## src/hw/rtl/tbam_pkg.sv

```systemverilog
// Shared types, codes and helper functions for the temperature band alarm monitor.
// Used by tbam_cfg_regs, tbam_classify and temperature_band_alarm_monitor; depends on nothing.
`timescale 1ns / 1ps

package tbam_pkg;

  typedef enum logic [1:0] {
    StFault  = 2'd0,
    StLow    = 2'd1,
    StNormal = 2'd2,
    StHigh   = 2'd3
  } status_e;

  typedef enum logic [2:0] {
    RegLowThr   = 3'd0,
    RegHighThr  = 3'd1,
    RegRepeat   = 3'd2,
    RegTrapLow  = 3'd3,
    RegTrapNorm = 3'd4,
    RegTrapHigh = 3'd5
  } reg_idx_e;

  localparam int unsigned CfgIdxW  = 3;
  localparam int unsigned CfgDataW = 16;
  localparam int unsigned MsPerS   = 1000;
  localparam int unsigned Hysteresis = 1;
  localparam int unsigned InDataW  = 48;
  localparam int unsigned OutDataW = 16;

  typedef struct packed {
    logic signed [7:0] low_thr;
    logic signed [7:0] high_thr;
    logic [15:0]       repeat_s;
    logic [31:0]       period_ms;
    logic              low_trap_en;
    logic              normal_trap_en;
    logic              high_trap_en;
  } cfg_t;

  function automatic logic trap_wanted(status_e old_st, status_e cur_st, cfg_t cfg);
    logic res;
    res = 1'b0;
    if (old_st == StFault || cur_st == StFault) begin
      res = 1'b1;
    end else begin
      unique case (cur_st)
        StLow:    res = cfg.low_trap_en;
        StNormal: res = cfg.normal_trap_en;
        StHigh:   res = cfg.high_trap_en;
        default:  res = 1'b1;
      endcase
    end
    return res;
  endfunction

endpackage

```

## src/hw/rtl/temperature_band_alarm_monitor.sv

```systemverilog
// Top level of the temperature band alarm monitor: input register, per-channel state,
// result register and stream handshakes. Depends on tbam_pkg, tbam_cfg_regs, tbam_classify.
//
// Scan results enter on the s_axis channel, one transaction per reading, and each reading
// for a channel below CHANNELS yields one result transaction on the m_axis channel.
// Readings for other channels are consumed and yield nothing.
// A reading is captured in an input register; when the result register is free, the
// classifier, the deadline adder and compare and the trap filter work on it against the
// channel's stored status and deadline, and the result register and channel state are
// written together. Throughput is one transaction per cycle while the receiver does not
// stall, also for repeated readings of the same channel, since the state is updated in
// the same edge that loads the result register.
// When the receiver stalls, the result register holds and the input register takes one
// more reading; s_axis_tready then drops until the result is taken.
// Reset clears the valid flags of both registers, sets every channel to fault with a zero
// deadline and loads the configuration defaults. Configuration writes take effect at the
// next edge and should be made only while no transaction is in flight.
`timescale 1ns / 1ps

module temperature_band_alarm_monitor #(
  parameter int unsigned CHANNELS = 8
) (
  input  logic                            clk_i,
  input  logic                            rst_ni,
  // Fields from bit 0: channel[2:0], temperature[10:3], now_ms[42:11], zero pad.
  input  logic [tbam_pkg::InDataW-1:0]    s_axis_tdata,
  // Fields from bit 0: sensor_ok.
  input  logic                            s_axis_tuser,
  input  logic                            s_axis_tvalid,
  output logic                            s_axis_tready,
  // Fields from bit 0: channel_out[2:0], band_status[4:3], reported_temp[12:5],
  // status_changed[13], send_trap[14], periodic_due[15].
  output logic [tbam_pkg::OutDataW-1:0]   m_axis_tdata,
  output logic                            m_axis_tvalid,
  input  logic                            m_axis_tready,
  input  logic                            cfg_we_i,
  input  logic [tbam_pkg::CfgIdxW-1:0]    cfg_idx_i,
  input  logic [tbam_pkg::CfgDataW-1:0]   cfg_data_i
);

  localparam int unsigned ChIdxW = (CHANNELS > 1) ? $clog2(CHANNELS) : 1;

  tbam_pkg::cfg_t cfg;

  logic              in_valid_q;
  logic [2:0]        in_ch_q;
  logic              in_ok_q;
  logic signed [7:0] in_temp_q;
  logic [31:0]       in_now_q;

  logic                            out_valid_q;
  logic [tbam_pkg::OutDataW-1:0]   out_data_q;

  tbam_pkg::status_e status_q [CHANNELS];
  logic [31:0]       deadline_q [CHANNELS];

  logic              accept_in, advance, in_range, store;
  logic [ChIdxW-1:0] idx;
  tbam_pkg::status_e old_st, class_st, cur_st;
  logic signed [7:0] rep_temp;
  logic              changed, periodic, trap;
  logic [31:0]       rearm, dl_mid, dl_new;

  tbam_cfg_regs u_cfg_regs (
    .clk_i      (clk_i),
    .rst_ni     (rst_ni),
    .cfg_we_i   (cfg_we_i),
    .cfg_idx_i  (cfg_idx_i),
    .cfg_data_i (cfg_data_i),
    .cfg_o      (cfg)
  );

  assign accept_in     = s_axis_tvalid && s_axis_tready;
  assign advance       = in_valid_q && (!out_valid_q || m_axis_tready);
  assign s_axis_tready = !in_valid_q || advance;

  assign in_range = ({1'b0, in_ch_q} < 4'(CHANNELS));
  assign idx      = in_ch_q[ChIdxW-1:0];
  assign store    = advance && in_range;
  assign old_st   = status_q[idx];

  tbam_classify u_classify (
    .prev_i     (old_st),
    .temp_i     (in_temp_q),
    .low_thr_i  (cfg.low_thr),
    .high_thr_i (cfg.high_thr),
    .status_o   (class_st)
  );

  always_comb begin
    cur_st   = in_ok_q ? class_st : tbam_pkg::StFault;
    rep_temp = in_ok_q ? in_temp_q : 8'sd0;
    changed  = (cur_st != old_st);
    rearm    = in_now_q + cfg.period_ms;
    dl_mid   = changed ? rearm : deadline_q[idx];
    periodic = (cfg.repeat_s != '0) && (in_now_q > dl_mid);
    dl_new   = periodic ? rearm : dl_mid;
    trap     = (changed && tbam_pkg::trap_wanted(old_st, cur_st, cfg)) ||
               (periodic && tbam_pkg::trap_wanted(cur_st, cur_st, cfg));
  end

  always_ff @(posedge clk_i or negedge rst_ni) begin
    if (!rst_ni) begin
      in_valid_q <= 1'b0;
    end else if (accept_in) begin
      in_valid_q <= 1'b1;
    end else if (advance) begin
      in_valid_q <= 1'b0;
    end
  end

  always_ff @(posedge clk_i) begin
    if (accept_in) begin
      in_ch_q   <= s_axis_tdata[2:0];
      in_temp_q <= s_axis_tdata[10:3];
      in_now_q  <= s_axis_tdata[42:11];
      in_ok_q   <= s_axis_tuser;
    end
  end

  always_ff @(posedge clk_i or negedge rst_ni) begin
    if (!rst_ni) begin
      out_valid_q <= 1'b0;
    end else if (store) begin
      out_valid_q <= 1'b1;
    end else if (m_axis_tready) begin
      out_valid_q <= 1'b0;
    end
  end

  always_ff @(posedge clk_i) begin
    if (store) begin
      out_data_q <= {periodic, trap, changed, rep_temp, cur_st, in_ch_q};
    end
  end

  always_ff @(posedge clk_i or negedge rst_ni) begin
    if (!rst_ni) begin
      for (int i = 0; i < CHANNELS; i++) begin
        status_q[i]   <= tbam_pkg::StFault;
        deadline_q[i] <= '0;
      end
    end else if (store) begin
      status_q[idx]   <= cur_st;
      deadline_q[idx] <= dl_new;
    end
  end

  assign m_axis_tvalid = out_valid_q;
  assign m_axis_tdata  = out_data_q;

  a_fault_temp_zero: assert property (@(posedge clk_i) disable iff (!rst_ni)
    (m_axis_tvalid && m_axis_tdata[4:3] == tbam_pkg::StFault) |-> m_axis_tdata[12:5] == 8'd0)
    else $error("fault result carries a nonzero temperature");

  a_fault_change_traps: assert property (@(posedge clk_i) disable iff (!rst_ni)
    (m_axis_tvalid && m_axis_tdata[13]) |-> m_axis_tdata[14] ||
      (m_axis_tdata[4:3] != tbam_pkg::StFault && $past(store) == 1'b0) ||
      (m_axis_tdata[4:3] != tbam_pkg::StFault))
    else $error("change into fault without a trap");

  a_periodic_needs_delay: assert property (@(posedge clk_i) disable iff (!rst_ni)
    (store && periodic) |-> cfg.repeat_s != '0)
    else $error("periodic trap with repeats disabled");

  a_stall_cause: assert property (@(posedge clk_i) disable iff (!rst_ni)
    !s_axis_tready |-> (in_valid_q && out_valid_q && !m_axis_tready))
    else $error("input stalled without a full pipeline");

endmodule

```

## src/hw/rtl/tbam_cfg_regs.sv

```systemverilog
// Configuration registers of the temperature band alarm monitor, with the repeat
// period in milliseconds worked out when the delay is written. Depends on tbam_pkg.
`timescale 1ns / 1ps

module tbam_cfg_regs (
  input  logic                           clk_i,
  input  logic                           rst_ni,
  input  logic                           cfg_we_i,
  input  logic [tbam_pkg::CfgIdxW-1:0]   cfg_idx_i,
  input  logic [tbam_pkg::CfgDataW-1:0]  cfg_data_i,
  output tbam_pkg::cfg_t                 cfg_o
);

  tbam_pkg::cfg_t cfg_q, cfg_d;
  logic [25:0]    period_prod;

  assign period_prod = 26'(cfg_data_i) * 26'(tbam_pkg::MsPerS);

  always_comb begin
    cfg_d = cfg_q;
    if (cfg_we_i) begin
      unique case (cfg_idx_i)
        tbam_pkg::RegLowThr:   cfg_d.low_thr        = cfg_data_i[7:0];
        tbam_pkg::RegHighThr:  cfg_d.high_thr       = cfg_data_i[7:0];
        tbam_pkg::RegRepeat: begin
          cfg_d.repeat_s  = cfg_data_i;
          cfg_d.period_ms = 32'(period_prod);
        end
        tbam_pkg::RegTrapLow:  cfg_d.low_trap_en    = cfg_data_i[0];
        tbam_pkg::RegTrapNorm: cfg_d.normal_trap_en = cfg_data_i[0];
        tbam_pkg::RegTrapHigh: cfg_d.high_trap_en   = cfg_data_i[0];
        default: ;
      endcase
    end
  end

  always_ff @(posedge clk_i or negedge rst_ni) begin
    if (!rst_ni) begin
      cfg_q.low_thr        <= 8'sd10;
      cfg_q.high_thr       <= 8'sd60;
      cfg_q.repeat_s       <= '0;
      cfg_q.period_ms      <= '0;
      cfg_q.low_trap_en    <= 1'b0;
      cfg_q.normal_trap_en <= 1'b0;
      cfg_q.high_trap_en   <= 1'b0;
    end else begin
      cfg_q <= cfg_d;
    end
  end

  assign cfg_o = cfg_q;

endmodule

```

## src/hw/rtl/tbam_classify.sv

```systemverilog
// Window comparator with hysteresis: classifies a reading as low, normal or high
// against thresholds moved according to the previous status. Depends on tbam_pkg.
`timescale 1ns / 1ps

module tbam_classify (
  input  tbam_pkg::status_e  prev_i,
  input  logic signed [7:0]  temp_i,
  input  logic signed [7:0]  low_thr_i,
  input  logic signed [7:0]  high_thr_i,
  output tbam_pkg::status_e  status_o
);

  localparam logic signed [9:0] Hyst = 10'(tbam_pkg::Hysteresis);

  logic signed [9:0] lo_base, hi_base, lo_adj, hi_adj, temp_ext;

  assign lo_base  = $signed({{2{low_thr_i[7]}}, low_thr_i});
  assign hi_base  = $signed({{2{high_thr_i[7]}}, high_thr_i});
  assign temp_ext = $signed({{2{temp_i[7]}}, temp_i});

  always_comb begin
    unique case (prev_i)
      tbam_pkg::StLow: begin
        lo_adj = lo_base + Hyst;
        hi_adj = hi_base + Hyst;
      end
      tbam_pkg::StNormal: begin
        lo_adj = lo_base - Hyst;
        hi_adj = hi_base + Hyst;
      end
      tbam_pkg::StHigh: begin
        lo_adj = lo_base - Hyst;
        hi_adj = hi_base - Hyst;
      end
      default: begin
        lo_adj = lo_base;
        hi_adj = hi_base;
      end
    endcase
  end

  always_comb begin
    priority if (temp_ext <= lo_adj) begin
      status_o = tbam_pkg::StLow;
    end else if (temp_ext >= hi_adj) begin
      status_o = tbam_pkg::StHigh;
    end else begin
      status_o = tbam_pkg::StNormal;
    end
  end

endmodule

```

## config.mk

```make
export PLATFORM = sky130hd
export DESIGN_NAME = temperature_band_alarm_monitor
export DESIGN_NICKNAME = d
export VERILOG_FILES = /design/src/hw/rtl/tbam_pkg.sv /design/src/hw/rtl/temperature_band_alarm_monitor.sv /design/src/hw/rtl/tbam_cfg_regs.sv /design/src/hw/rtl/tbam_classify.sv
export SDC_FILE = /design/constraint.sdc
export NUM_CORES = 1
export LEC_CHECK = 0
export BUFFER_PORTS_ARGS = -buffer_cell sky130_fd_sc_hd__buf_4
export CAP_MARGIN = 5
export CORE_MARGIN = 3
export CORE_UTILIZATION = 35
export CTS_BUF_LIST = sky130_fd_sc_hd__clkbuf_4 sky130_fd_sc_hd__clkbuf_8 sky130_fd_sc_hd__clkbuf_16
export CTS_CLUSTER_SIZE = 20
export DETAILED_ROUTE_END_ITERATION = 10
export PLACE_DENSITY = 0.57
export REMOVE_ABC_BUFFERS = 1
export SLEW_MARGIN = 30
export SYNTH_ARGS = -nofsm -noshare
export SYNTH_HDL_FRONTEND = slang
export SYNTH_HIERARCHICAL = 1
export SYNTH_SLANG_ARGS = --single-unit
```

## constraint.sdc

```tcl
create_clock -name clk_i -period 10.6 [get_ports clk_i]
set_input_delay 0 -clock clk_i [delete_from_list [all_inputs] [get_ports clk_i]]
set_output_delay 0 -clock clk_i [all_outputs]
set_load 0.02 [all_outputs]
```

---- Word-level counts from Yosys, hierarchy flattened ----
Cells that the tools add are included.
word-level totals
  register bits after elaboration ......... 392
  input port bits ......................... 73
  output and inout bits ................... 18
  word-level logic and storage cells ...... 107
operators by class
  $add $sub $neg .......................... 5
  $mul .................................... 1
  order comparisons ....................... 5
  equal/unequal tests ..................... 12
  mux-type cells .......................... 26
  bitwise operators ....................... 1
  reduce and logical (&&, ||, !) cells .... 26
operator list
  cell                                                count
  bitwise mux 256 bit                                 1
  two-way mux 32 bit                                  5
  binary-select mux 32 bit (select 3 bit)             1
  demux 32 bit (select 3 bit)                         1
  one-hot mux 10 bit (2 select lines)                 2
  adder 32 x 26 -> 32 bit                             1
  > comparator 32 bit                                 1
  multiplier 16 x 7 -> 23 bit, second input constant  1
  adder 8 x 2 -> 9 bit, second input constant         2
  subtractor 8 x 2 -> 9 bit, second input constant    2
  bitwise mux 16 bit                                  1
  nonzero test 16 bit                                 1
  AND reduction 2 bit                                 6
  greater-or-equal comparator 8 x 10 -> 1 bit         1
  less-or-equal comparator 8 x 10 -> 1 bit            1
  two-way mux 2 bit                                   5
  == test 2 bit, second input constant                4
  two-way mux 1 bit                                   7
  binary-select mux 2 bit (select 3 bit)              1
  demux 2 bit (select 3 bit)                          1
  == test 3 x 2 -> 1 bit, second input constant       2
  == test 3 bit, second input constant                2
  logical AND 1 bit                                   6
  == test 2 x 1 -> 1 bit, second input constant       2
  other kinds (12)                                    19

---- Longest topological paths before layout ----
Gate-level depths: netlist of the first run.
  depth after elaboration ................. 17
  gate-level depth with buffers ........... 39

---- By module ----
The synthesis of the first run kept the hierarchy.
by module, submodules not included
  module                          times used  cells each  area an instance (sq um)
  temperature_band_alarm_monitor  1           1566        17214.0
  tbam_cfg_regs                   1           510         5127.4
  tbam_classify                   1           160         1177.4

---- Worst setup path before layout of the first run ----
Ideal clock, no wire load.
  path type ............................... reg-to-reg
  from .................................... register in_ch_q[1] (netlist: idx[1])
  to ...................................... register deadline_q[103] (netlist name)
  arrival ................................. 7.695 ns
  data required time ...................... 10.475 ns
  slack ................................... 2.781 ns
  cell stages (with the launch flop) ...... 35
  path buffers ............................ 6
  cell sequence ........................... edfxtp_1 -> buf_2 -> mux4_2 -> mux2i_4 -> inv_1 -> buf_2 -> clkinv_1 -> fa_1 -> nor2b_1 -> o31a_1 -> o31a_1 -> nor4b_1 -> o32ai_1 -> ha_1 -> a2111oi_0 -> o221ai_1 -> o2bb2ai_1 -> o311ai_0 -> nand2_1 -> inv_1 -> nand3_1 -> or3b_1 -> buf_2 -> buf_1 -> clkbuf_1 -> mux2i_1 -> ha_1 -> nand4_1 -> or4_1 -> a21o_1 -> a31o_2 -> nand3b_4 -> buf_6 -> mux2_4 -> mux2_2
on the way
  elaborated cells between the ends (all ways) .. 30
  classes of those cells .................. order compare (5); eq/ne (4); mux (16); bitwise (1); reduce/logical (4)
RTL lines
  item                                                      RTL line                               text
  start, declared                                           temperature_band_alarm_monitor.sv:46   logic [2:0] in_ch_q;
  start signal, assigned                                    temperature_band_alarm_monitor.sv:114  in_ch_q <= s_axis_tdata[2:0];
  NOT 3 -> 4 bit (implied by the code) (*)                  temperature_band_alarm_monitor.sv:80   assign old_st = status_q[idx];
  binary-select mux 2 bit (select 3 bit) (*)                temperature_band_alarm_monitor.sv:80
  two-way mux 2 bit (implied by the code) (*) (2 in a row)  temperature_band_alarm_monitor.sv:80
  via old_st[1]                                             temperature_band_alarm_monitor.sv:59   tbam_pkg::status_e old_st, class_st, cur_st;
  == test 2 bit                                             tbam_classify.sv:22                    unique case (prev_i)
  OR reduction 2 bit (no line)                              --
  one-hot mux 10 bit (2 select lines) (*)                   tbam_classify.sv:22
  less-or-equal comparator 8 x 10 -> 1 bit (*)              tbam_classify.sv:43                    priority if (temp_ext <= lo_adj) begin
  two-way mux 2 bit (*)                                     tbam_classify.sv:43
  via class_st[1]                                           temperature_band_alarm_monitor.sv:59
  two-way mux 2 bit (*)                                     temperature_band_alarm_monitor.sv:91   cur_st = in_ok_q ? class_st : tbam_pkg::StFault;
  inequality test 2 bit (*)                                 temperature_band_alarm_monitor.sv:93   changed = (cur_st != old_st);
  two-way mux 32 bit (*)                                    temperature_band_alarm_monitor.sv:95   dl_mid = changed ? rearm : deadline_q[idx];
  > comparator 32 bit                                       temperature_band_alarm_monitor.sv:96   periodic = (cfg.repeat_s != '0) && (in_now_q > dl_mid);
  logical AND 1 bit                                         temperature_band_alarm_monitor.sv:96
  two-way mux 32 bit (*)                                    temperature_band_alarm_monitor.sv:97   dl_new = periodic ? rearm : dl_mid;
  bitwise mux 256 bit (*)                                   temperature_band_alarm_monitor.sv:145  deadline_q[idx] <= dl_new;
  end signal, assigned by index                             temperature_band_alarm_monitor.sv:145
  end, declared                                             temperature_band_alarm_monitor.sv:55   logic [31:0] deadline_q [CHANNELS];
Mark *: on every way through the listed nets, which the timed path passes. The rest lies on a longest branch. The select of a mux whose other input is x is not followed.
A chain may end at the register's enable or synchronous reset.

---- Final worst setup path of the first run ----
  from .................................... register in_ch_q[1] (netlist: idx[1])
  to ...................................... register deadline_q[193] (netlist name)
Same word-level chain as after synthesis.

==> results.md, run 1 <==
* Syn Inst Count at 2236
* Total gr overflow at 0
* Mapped Area at 23500 sq um
* Starting Density at 35.5%
* Worst setup margin at 982 ps
* Nets at 2608
* Initial drt markers at 1390
* Number of flops mapped to enable cells by yosys at 60
* Slowest-stage cell, CP: edfxtp_1
* Die W at 265 microns
* Die area at between 70000 and 80000 sq um
* Final period util at between 90% and 100%
* Worst slack, placed at 1080 ps
* Layout cell share with drive strength beyond 1 at 18.1%
* TritonCTS Buffers at 46
* Maximum clock frequency at about 0.10 GHz
* Largest area contributor in the netlist: dfrtp_1
* Hold Buf Count CTS at 71
* Top cells by area, synth: dfrtp_1, mux2_2, edfxtp_1, ha_1, fa_1
* FF-to-FF path depth at 30
* Number of fill cells at 6354
* Largest net degree at the start of global routing at about 120
* Synth Register Bits at 390
* Synth Area in Simple Gates at 11.6%
* Worst slew margin at 37.0%
* Crit Reg-Reg Startpoint: idx[1]
* Main combinational cell family by area after synthesis: compound AO/OA/AOI/OAI gates
* Mux cell area share after synthesis at 11.0%
* Post-synthesis cell type count at 91
* Setup TNS at 0 ps
* Slew Viols, Final at 0
* Global placer's final weighted congestion at 0.895
* Storage element area at 10100 sq um
* Worst min-delay path startpoint: s_axis_tdata[5]
* Initial antenna violation count at 0
* Top cell type's share of synthesized area at between 30% and 40%
* CP max FO at 43
* WHS at 131 ps
* LEAKAGE at 11.8 nW
* Top-level I/O count at 91
* Final setup skew at 18.9 ps
* Final setup viols at 0
* Adder-cell share of the synthesized area at 12.3%
* Fin util at between 40% and 50%
* Drt via density at 5.55
* Status: complete, no violations
* Register-to-Register Setup Slack at 980 ps
* H-tree levels at 2
* Worst r2r dst: deadline_q[193]
* Crit path DAT at about 10000 ps
* Compound-Gate Fraction of Synth Area at 16.1%
* Worst-Skew Late Latency at 590 ps
* Diode count at 0
* Worst EP required at 11060 ps
* First-pass GRT wire length at 104000 microns
* Crit start category: flip-flop
* Hold Crit Class: input port to flip-flop
* Drt pass-1 iters at 5
* Crit. End Element: flip-flop
* Sink Count at 390
* Critical path class: flip-flop to flip-flop
* Dpl hpwl at about 44000 microns
* Async set-or-reset flop fraction in the synthesized netlist at 84.6%
* Top_reg_cell synth: dfrtp_1
* CTS tree: done
* Multi-input combinational cell area at 12500 sq um
* Max Cap Viol at 0
* CTS Root Buffer Type: clkbuf_16
* ANT nets after route at 0
* Setup bufs post-CTS at 0
* Total Wirelength at 66400 microns
* Drt wl/cell at 20.5 microns
* Crit-path max cell delay at 820 ps
* P&R area growth vs syn at 16.2%
* Vias at roughly 18000
* XOR/XNOR Fraction of Synth Area at approximately 1.6%
* CTS resizes at 0
* Power per cell area at 301 nW/um^2
* RSZ-0062 raised after global routing: no
* Critical Path Source: idx[1]
* Critical path endpoint: deadline_q[193]
* Slew @ Worst Pin at approximately 940 ps
* Syn avg cell area at 10.5 sq um
* Longest Clk Path Bufs at 3
* Ys Warns at 6
* # rows at 94
* Final min period at 9620 ps
* Seq/Total Area, Yosys at 42.8%
* Total GRT Usage at 18.8%
* Core Footprint at 66200 sq um
* IO buf count at 85
* Peak VDD IR at between 0.1 and 0.15 mV
* Die Y at 265 microns
* DRC at 0
* Hold Fails Final Rpt at 0
* Final Power at 8.23 mW
* Register clock-pin slew on the reported worst setup and hold paths at 60 ps
* Via count of the first global-routing pass at ~18000
==> state kept, by name, summed over array words and instances, names as in the netlist <==
name / count
deadline_q: 256
status_q: 16
in_now_q: 32
idx: 3
u_cfg_regs/cfg_o: 56
in_valid_q: 1
in_ok_q: 1
m_axis_tdata: 16
m_axis_tvalid: 1
in_temp_q: 8
==> worst min-delay path by stage <==
stage / endpoint / slack (ps) / depth (start not counted)
2_1_floorplan: deadline_q[0] / -300 / 0
3_3_place_gp: deadline_q[34] / 170 / 1
3_5_place_dp: deadline_q[34] / 180 / 1
4_1_cts: in_temp_q[2] / 100 / 2
5_1_grt: in_temp_q[6] / 110 / 2
6_report: in_temp_q[2] / 130 / 2
==> cells in the final DEF, fill, tap and decap left out, types with 18 or more instances in the layout <==
| cell type | n |
|---|---|
| o21ai_0 | 160 |
| a2bb2oi_1 | 18 |
| a21oi_1 | 83 |
| buf_4 | 108 |
| nand3_1 | 39 |
| a31oi_1 | 34 |
| nand4_1 | 60 |
| fa_1 | 56 |
| edfxtp_1 | 60 |
| a21o_1 | 19 |
| dfrtp_1 | 324 |
| mux2_2 | 169 |
| nand2_1 | 233 |
| dlygate4sd3_1 | 72 |
| nor2_1 | 66 |
| ha_1 | 142 |
| clkbuf_16 | 48 |
| nor3_1 | 28 |
| a22oi_1 | 118 |
| mux2i_1 | 34 |
| xor2_1 | 23 |
| xnor2_1 | 21 |
| inv_1 | 112 |
==> area by class of cell <==
cell class	count	area share [%]
clock buffers	67	5.06
multi-input cells	1600	45.8
clock inverters	17	0.866
repair buffers	185	5.92
flip-flops and latches	390	36.8
well taps	864	3.96
inverters	114	1.57
==> metal layers <==
| metal | vias up | global-route usage [%] | wire [microns] | part of all wire (%) |
|---|---|---|---|---|
| met4 | 0 | 5.89 | 2070 | 3.1 |
| met1 | 9000 | 25.4 | 29800 | 45 |
| met2 | 476 | 31.7 | 31600 | 48 |
| met5 | - | 0 | 0 | 0 |
| met3 | 118 | 2.40 | 3000 | 4.5 |
| li1 | 8379 | - | - | - |
==> per-stage QoR <==
stage | instance area [sq um] | cells
2_1_floorplan | 22900 | 2104
3_3_place_gp | 24900 | 3080
3_5_place_dp | 24900 | 3080
4_1_cts | 27300 | 3235
5_1_grt | 27300 | 3237
6_report | 27300 | 3237
==> critical path, delay by kind of cell, from the launching register on <==
kind	cells	cell delay (ps)
buffers and inverters	5	1300
multiplexers	5	1980
adder cells (fa/ha/maj)	3	1010
AND/OR/NAND/NOR	7	2020
AO/OA/AOI/OAI	10	2280
flip-flops	1	820
==> where the power goes <==
part           total [mW]  switching (mW)  internal [mW]  leakage [nW]
Combinational        4.08            2.38           1.70          6.36
Clock                1.67           0.639           1.03         0.821
Sequential           2.48           0.352           2.12          4.64
Total                8.23            3.37           4.85          11.8
==> kinds of logic (layout without fill, tap and decap cells) <==
logic type	Yosys count	count (layout)
DFF	390	390
xor gates and xnor gates	44	44
AOI/OAI and AO/OA	572	572
other	1	9
muxes	222	222
adders and majority gates	198	198
buffers and inverters	254	383
and+or+nand+nor	555	555
==> synthesized netlist by cell type, types with 15 or more instances <==
cell type	count
a21o_1	19
a21oi_1	83
a22oi_1	118
a2bb2oi_1	18
a31oi_1	34
and2_1	19
and3_1	20
buf_2	18
buf_4	15
clkbuf_1	92
dfrtp_1	324
edfxtp_1	60
fa_1	56
ha_1	142
inv_1	112
mux2_2	169
mux2i_1	34
nand2_1	238
nand3_1	39
nand4_1	60
nor2_1	67
nor3_1	30
o21ai_0	160
xnor2_1	21
xor2_1	23
(Power assumes the default switching activity.)
==> run 2: changes to the inputs <==
--- a/config.mk
+++ b/config.mk
@@ -17,5 +17,4 @@
 export SLEW_MARGIN = 30
 export SYNTH_ARGS = -nofsm -noshare
 export SYNTH_HDL_FRONTEND = slang
-export SYNTH_HIERARCHICAL = 1
 export SYNTH_SLANG_ARGS = --single-unit
==> results.md, run 2 <==
* Post-synthesis cell type count at 68 (-25%)
* Top_reg_cell synth: dfrtp_1
* Syn Inst Count at 1790 (-20%)
* Buffers plus inverters on the worst setup path at 6 (+1)
* RSZ-0062 raised after global routing: no
* Via count of the first global-routing pass at 15672 (-13%)
* Longest Clk Path Bufs at 3 (unchanged)
* Worst EP required at 11090 ps (+30 ps)
* First-pass GRT wire length at 89800 microns (-14%)
* Final period util at 85.3% (-5.5 points)
* Hold Buf Count CTS at 71 (unchanged)
* P_sw at 2.72 mW (-20%)
* H-tree levels at 2 (unchanged)
* Reg with most FFs: deadline_q
* Comb power frac at 44.8% (-4.8 points)
* Hold Fails Final Rpt at 0 (unchanged)
* Crit path DAT at 9530 ps (-550 ps)
* CTS Root Buffer Type: clkbuf_16
* Total gr overflow at 0 (unchanged)
* LEAKAGE at 11.2 nW (-5.3%)
* Max reg flops at 256 (unchanged)
* Sw frac at 37.2% (-3.8 points)
* Setup bufs post-CTS at 0 (unchanged)
* Nets at 2216 (-15%)
* Status: complete, no violations
* CTS tree: done
* Slowest-stage cell, CP: mux2i_1
* Slew Viols, Final at 0 (unchanged)
* CP max FO at 32 (-26%)
* Number of fill cells at 5755 (-9.4%)
* Total Wirelength at 57000 microns (-14%)
* Initial drt markers at 991 (-29%)
* Core Footprint at 61800 sq um (-6.6%)
* DP Cell Count at 2669 (-13%)
* CTS resizes at 0 (unchanged)
* Synth Register Bits at 390 (unchanged)
* Drt pass-1 iters at 5 (unchanged)
* Power per cell area at 282 nW/um^2 (-6.4%)
* Top cells by area, synth: dfrtp_1, mux2_2, edfxtp_1, ha_1, fa_1
* Largest net degree at the start of global routing at 136 (+11%)
* Peak VDD IR at 0.113 mV (-24%)
* Cell Count, Final, Fillers Out at 2824 (-13%)
* Worst slew margin at 43.1% (+6.1 points)
* Final setup viols at 0 (unchanged)
* DRC at 0 (unchanged)
* Grt met3 use at 2.33% (-0.074 points)
* GRT busiest layer: met2
* Die Y at 256 microns (-3.4%)
* Maximum clock frequency at 0.111 GHz (+6.4%)
* P&R area growth vs syn at 18.2%
* Slew @ Worst Pin at 846 ps (-99.0 ps)
* Register clock-pin slew on the reported worst setup and hold paths at 60 ps (about the same)
* TritonCTS Buffers at 44 (-4.3%)
* Syn avg cell area at 12.2 sq um (+16%)
* Mapped Area at 21900 sq um (-6.8%)
* Number of flops mapped to enable cells by yosys at 60 (unchanged)
* Seq/Total Area, Yosys at 45.9% (+3.1 points)
* Drt via density at 5.34 (-3.9%)
* Setup TNS at 0 ps (unchanged)
* Final setup skew at 30.9 ps (+12.0 ps)
* Flop pwr share at 33.5% (+3.4 points)
* Dpl hpwl at 36700 microns (-17%)
* GR Util met2 at 29.3% (-2.5 points)
* Largest area contributor in the netlist: dfrtp_1
* Async set-or-reset flop fraction in the synthesized netlist at 84.6% (unchanged)
* Crit. End Element: flip-flop
* Top-count cell post-synth: dfrtp_1
* Vias at 15075 (-16%)
* Top cell type's share of synthesized area at 37.0% (+2.5 points)
* Max Cap Viol at 0 (unchanged)
* Starting Density at 35.4% (-0.080 points)
* Initial antenna violation count at 0 (unchanged)
* Hold Crit Class: input port to flip-flop
* Clock power share at 21.7% (+1.4 points)
* Global placer's final weighted congestion at 0.847 (-5.3%)
* Internal Power at 4.59 mW (-5.5%)
* Crit start category: flip-flop
* Sink Count at 390 (unchanged)
* Diode count at 0 (unchanged)
* Drt wl/cell at 20.2 microns (-1.7%)
* Top-level I/O count at 91 (unchanged)
* Final min period at 9040 ps (-580 ps)
* Delay-heaviest family, CP: multiplexers
* Crit-path max cell delay at 580 ps (-240 ps)
* Critical path class: flip-flop to flip-flop
* Layout cell share with drive strength beyond 1 at 27.5% (+9.5 points)
* Worst-Skew Late Latency at 580 ps (about the same)
* Die area at 65600 sq um (-6.7%)
* Total GRT Usage at 17.3% (-1.5 points)
* ANT nets after route at 0 (unchanged)
* Commonest non-fill, non-tap cell in the layout: dfrtp_1
* Commonest cells after routing, fill and taps aside: dfrtp_1, mux2_2, ha_1
* Ys Warns at 0 (-6)
* # rows at 91 (-3.2%)
* Commonest cells post-synth: dfrtp_1, mux2_2, ha_1, nand2_1, a22oi_1
* IO buf count at 85 (unchanged)
* Die W at 256 microns (-3.4%)
* Met1 GRT Util at 23.3% (-2.1 points)
-- run 2: path summary, 6_finish.rpt --
| check | from | to | slack [ps] | cells after the start |
|---|---|---|---|---|
| worst max-delay path | idx[1] | deadline_q[100] | 1560 | 33 |
| worst min-delay path | s_axis_tdata[7] | in_temp_q[4] | 140 | 2 |
| worst max register to register | idx[1] | deadline_q[100] | 1560 | 33 |
| worst min register to register | status_q[7] | status_q[7] | 480 | 2 |
| max in group asynchronous | rst_ni | deadline_q[65] | 8620 | 5 |
| min in group asynchronous | rst_ni | deadline_q[245] | 490 | 3 |
-- run 2: power by group through the flow --
stage | clock (mW) | sequential (mW) | combinational, mW
2_1_floorplan | 0 | 2.38 | 2.44
6_report | 1.58 | 2.45 | 3.27
3_5_place_dp | 0 | 2.47 | 3.24
5_1_grt | 1.69 | 2.52 | 3.67
4_1_cts | 1.63 | 2.45 | 3.29
3_3_place_gp | 0 | 2.44 | 3.15
-- run 2: metal layers --
| layer | part of all wire (%) | vias up |
|---|---|---|
| li1 | - | 7014 |
| met5 | 0 | - |
| met4 | 2.7 | 0 |
| met1 | 45 | 7695 |
| met2 | 49 | 281 |
| met3 | 3.5 | 85 |
-- run 2: per-stage QoR --
step	area [sq um]	power [mW]	worst slack, ps	hold slack [ps]	util, %
global placement	23600	5.59	1680	132	38.2
CTS	25900	7.36	1410	97.3	41.8
global route	25900	7.88	672	112	41.9
finish	25900	7.30	1560	139	41.9
floorplan	21600	4.82	1440	-296	-
detailed placement	23600	5.71	1490	152	38.2
-- run 2: area by class of cell --
class	count	area, sq um	area share [%]
tap	837	1050	4.04
multi-input combinational	1276	11400	44.0
sequential	390	10100	38.9
clock buffer	60	1280	4.93
timing repair buffer	193	1690	6.51
inverter	46	173	0.667
clock inverter	22	253	0.976
-- run 2: logic make-up (layout without fill, tap and decap cells) --
family / count (synthesis) / count (layout) / share of synthesized area, %
AOI/OAI and AO/OA: 350 / 350 / 10.7
xor gates and xnor gates: 56 / 56 / 2.24
DFF: 390 / 390 / 45.9
and+or+nand+nor: 315 / 315 / 7.29
muxes: 363 / 363 / 18.7
adders and majority gates: 192 / 192 / 12.9
buffers and inverters: 124 / 321 / 2.23
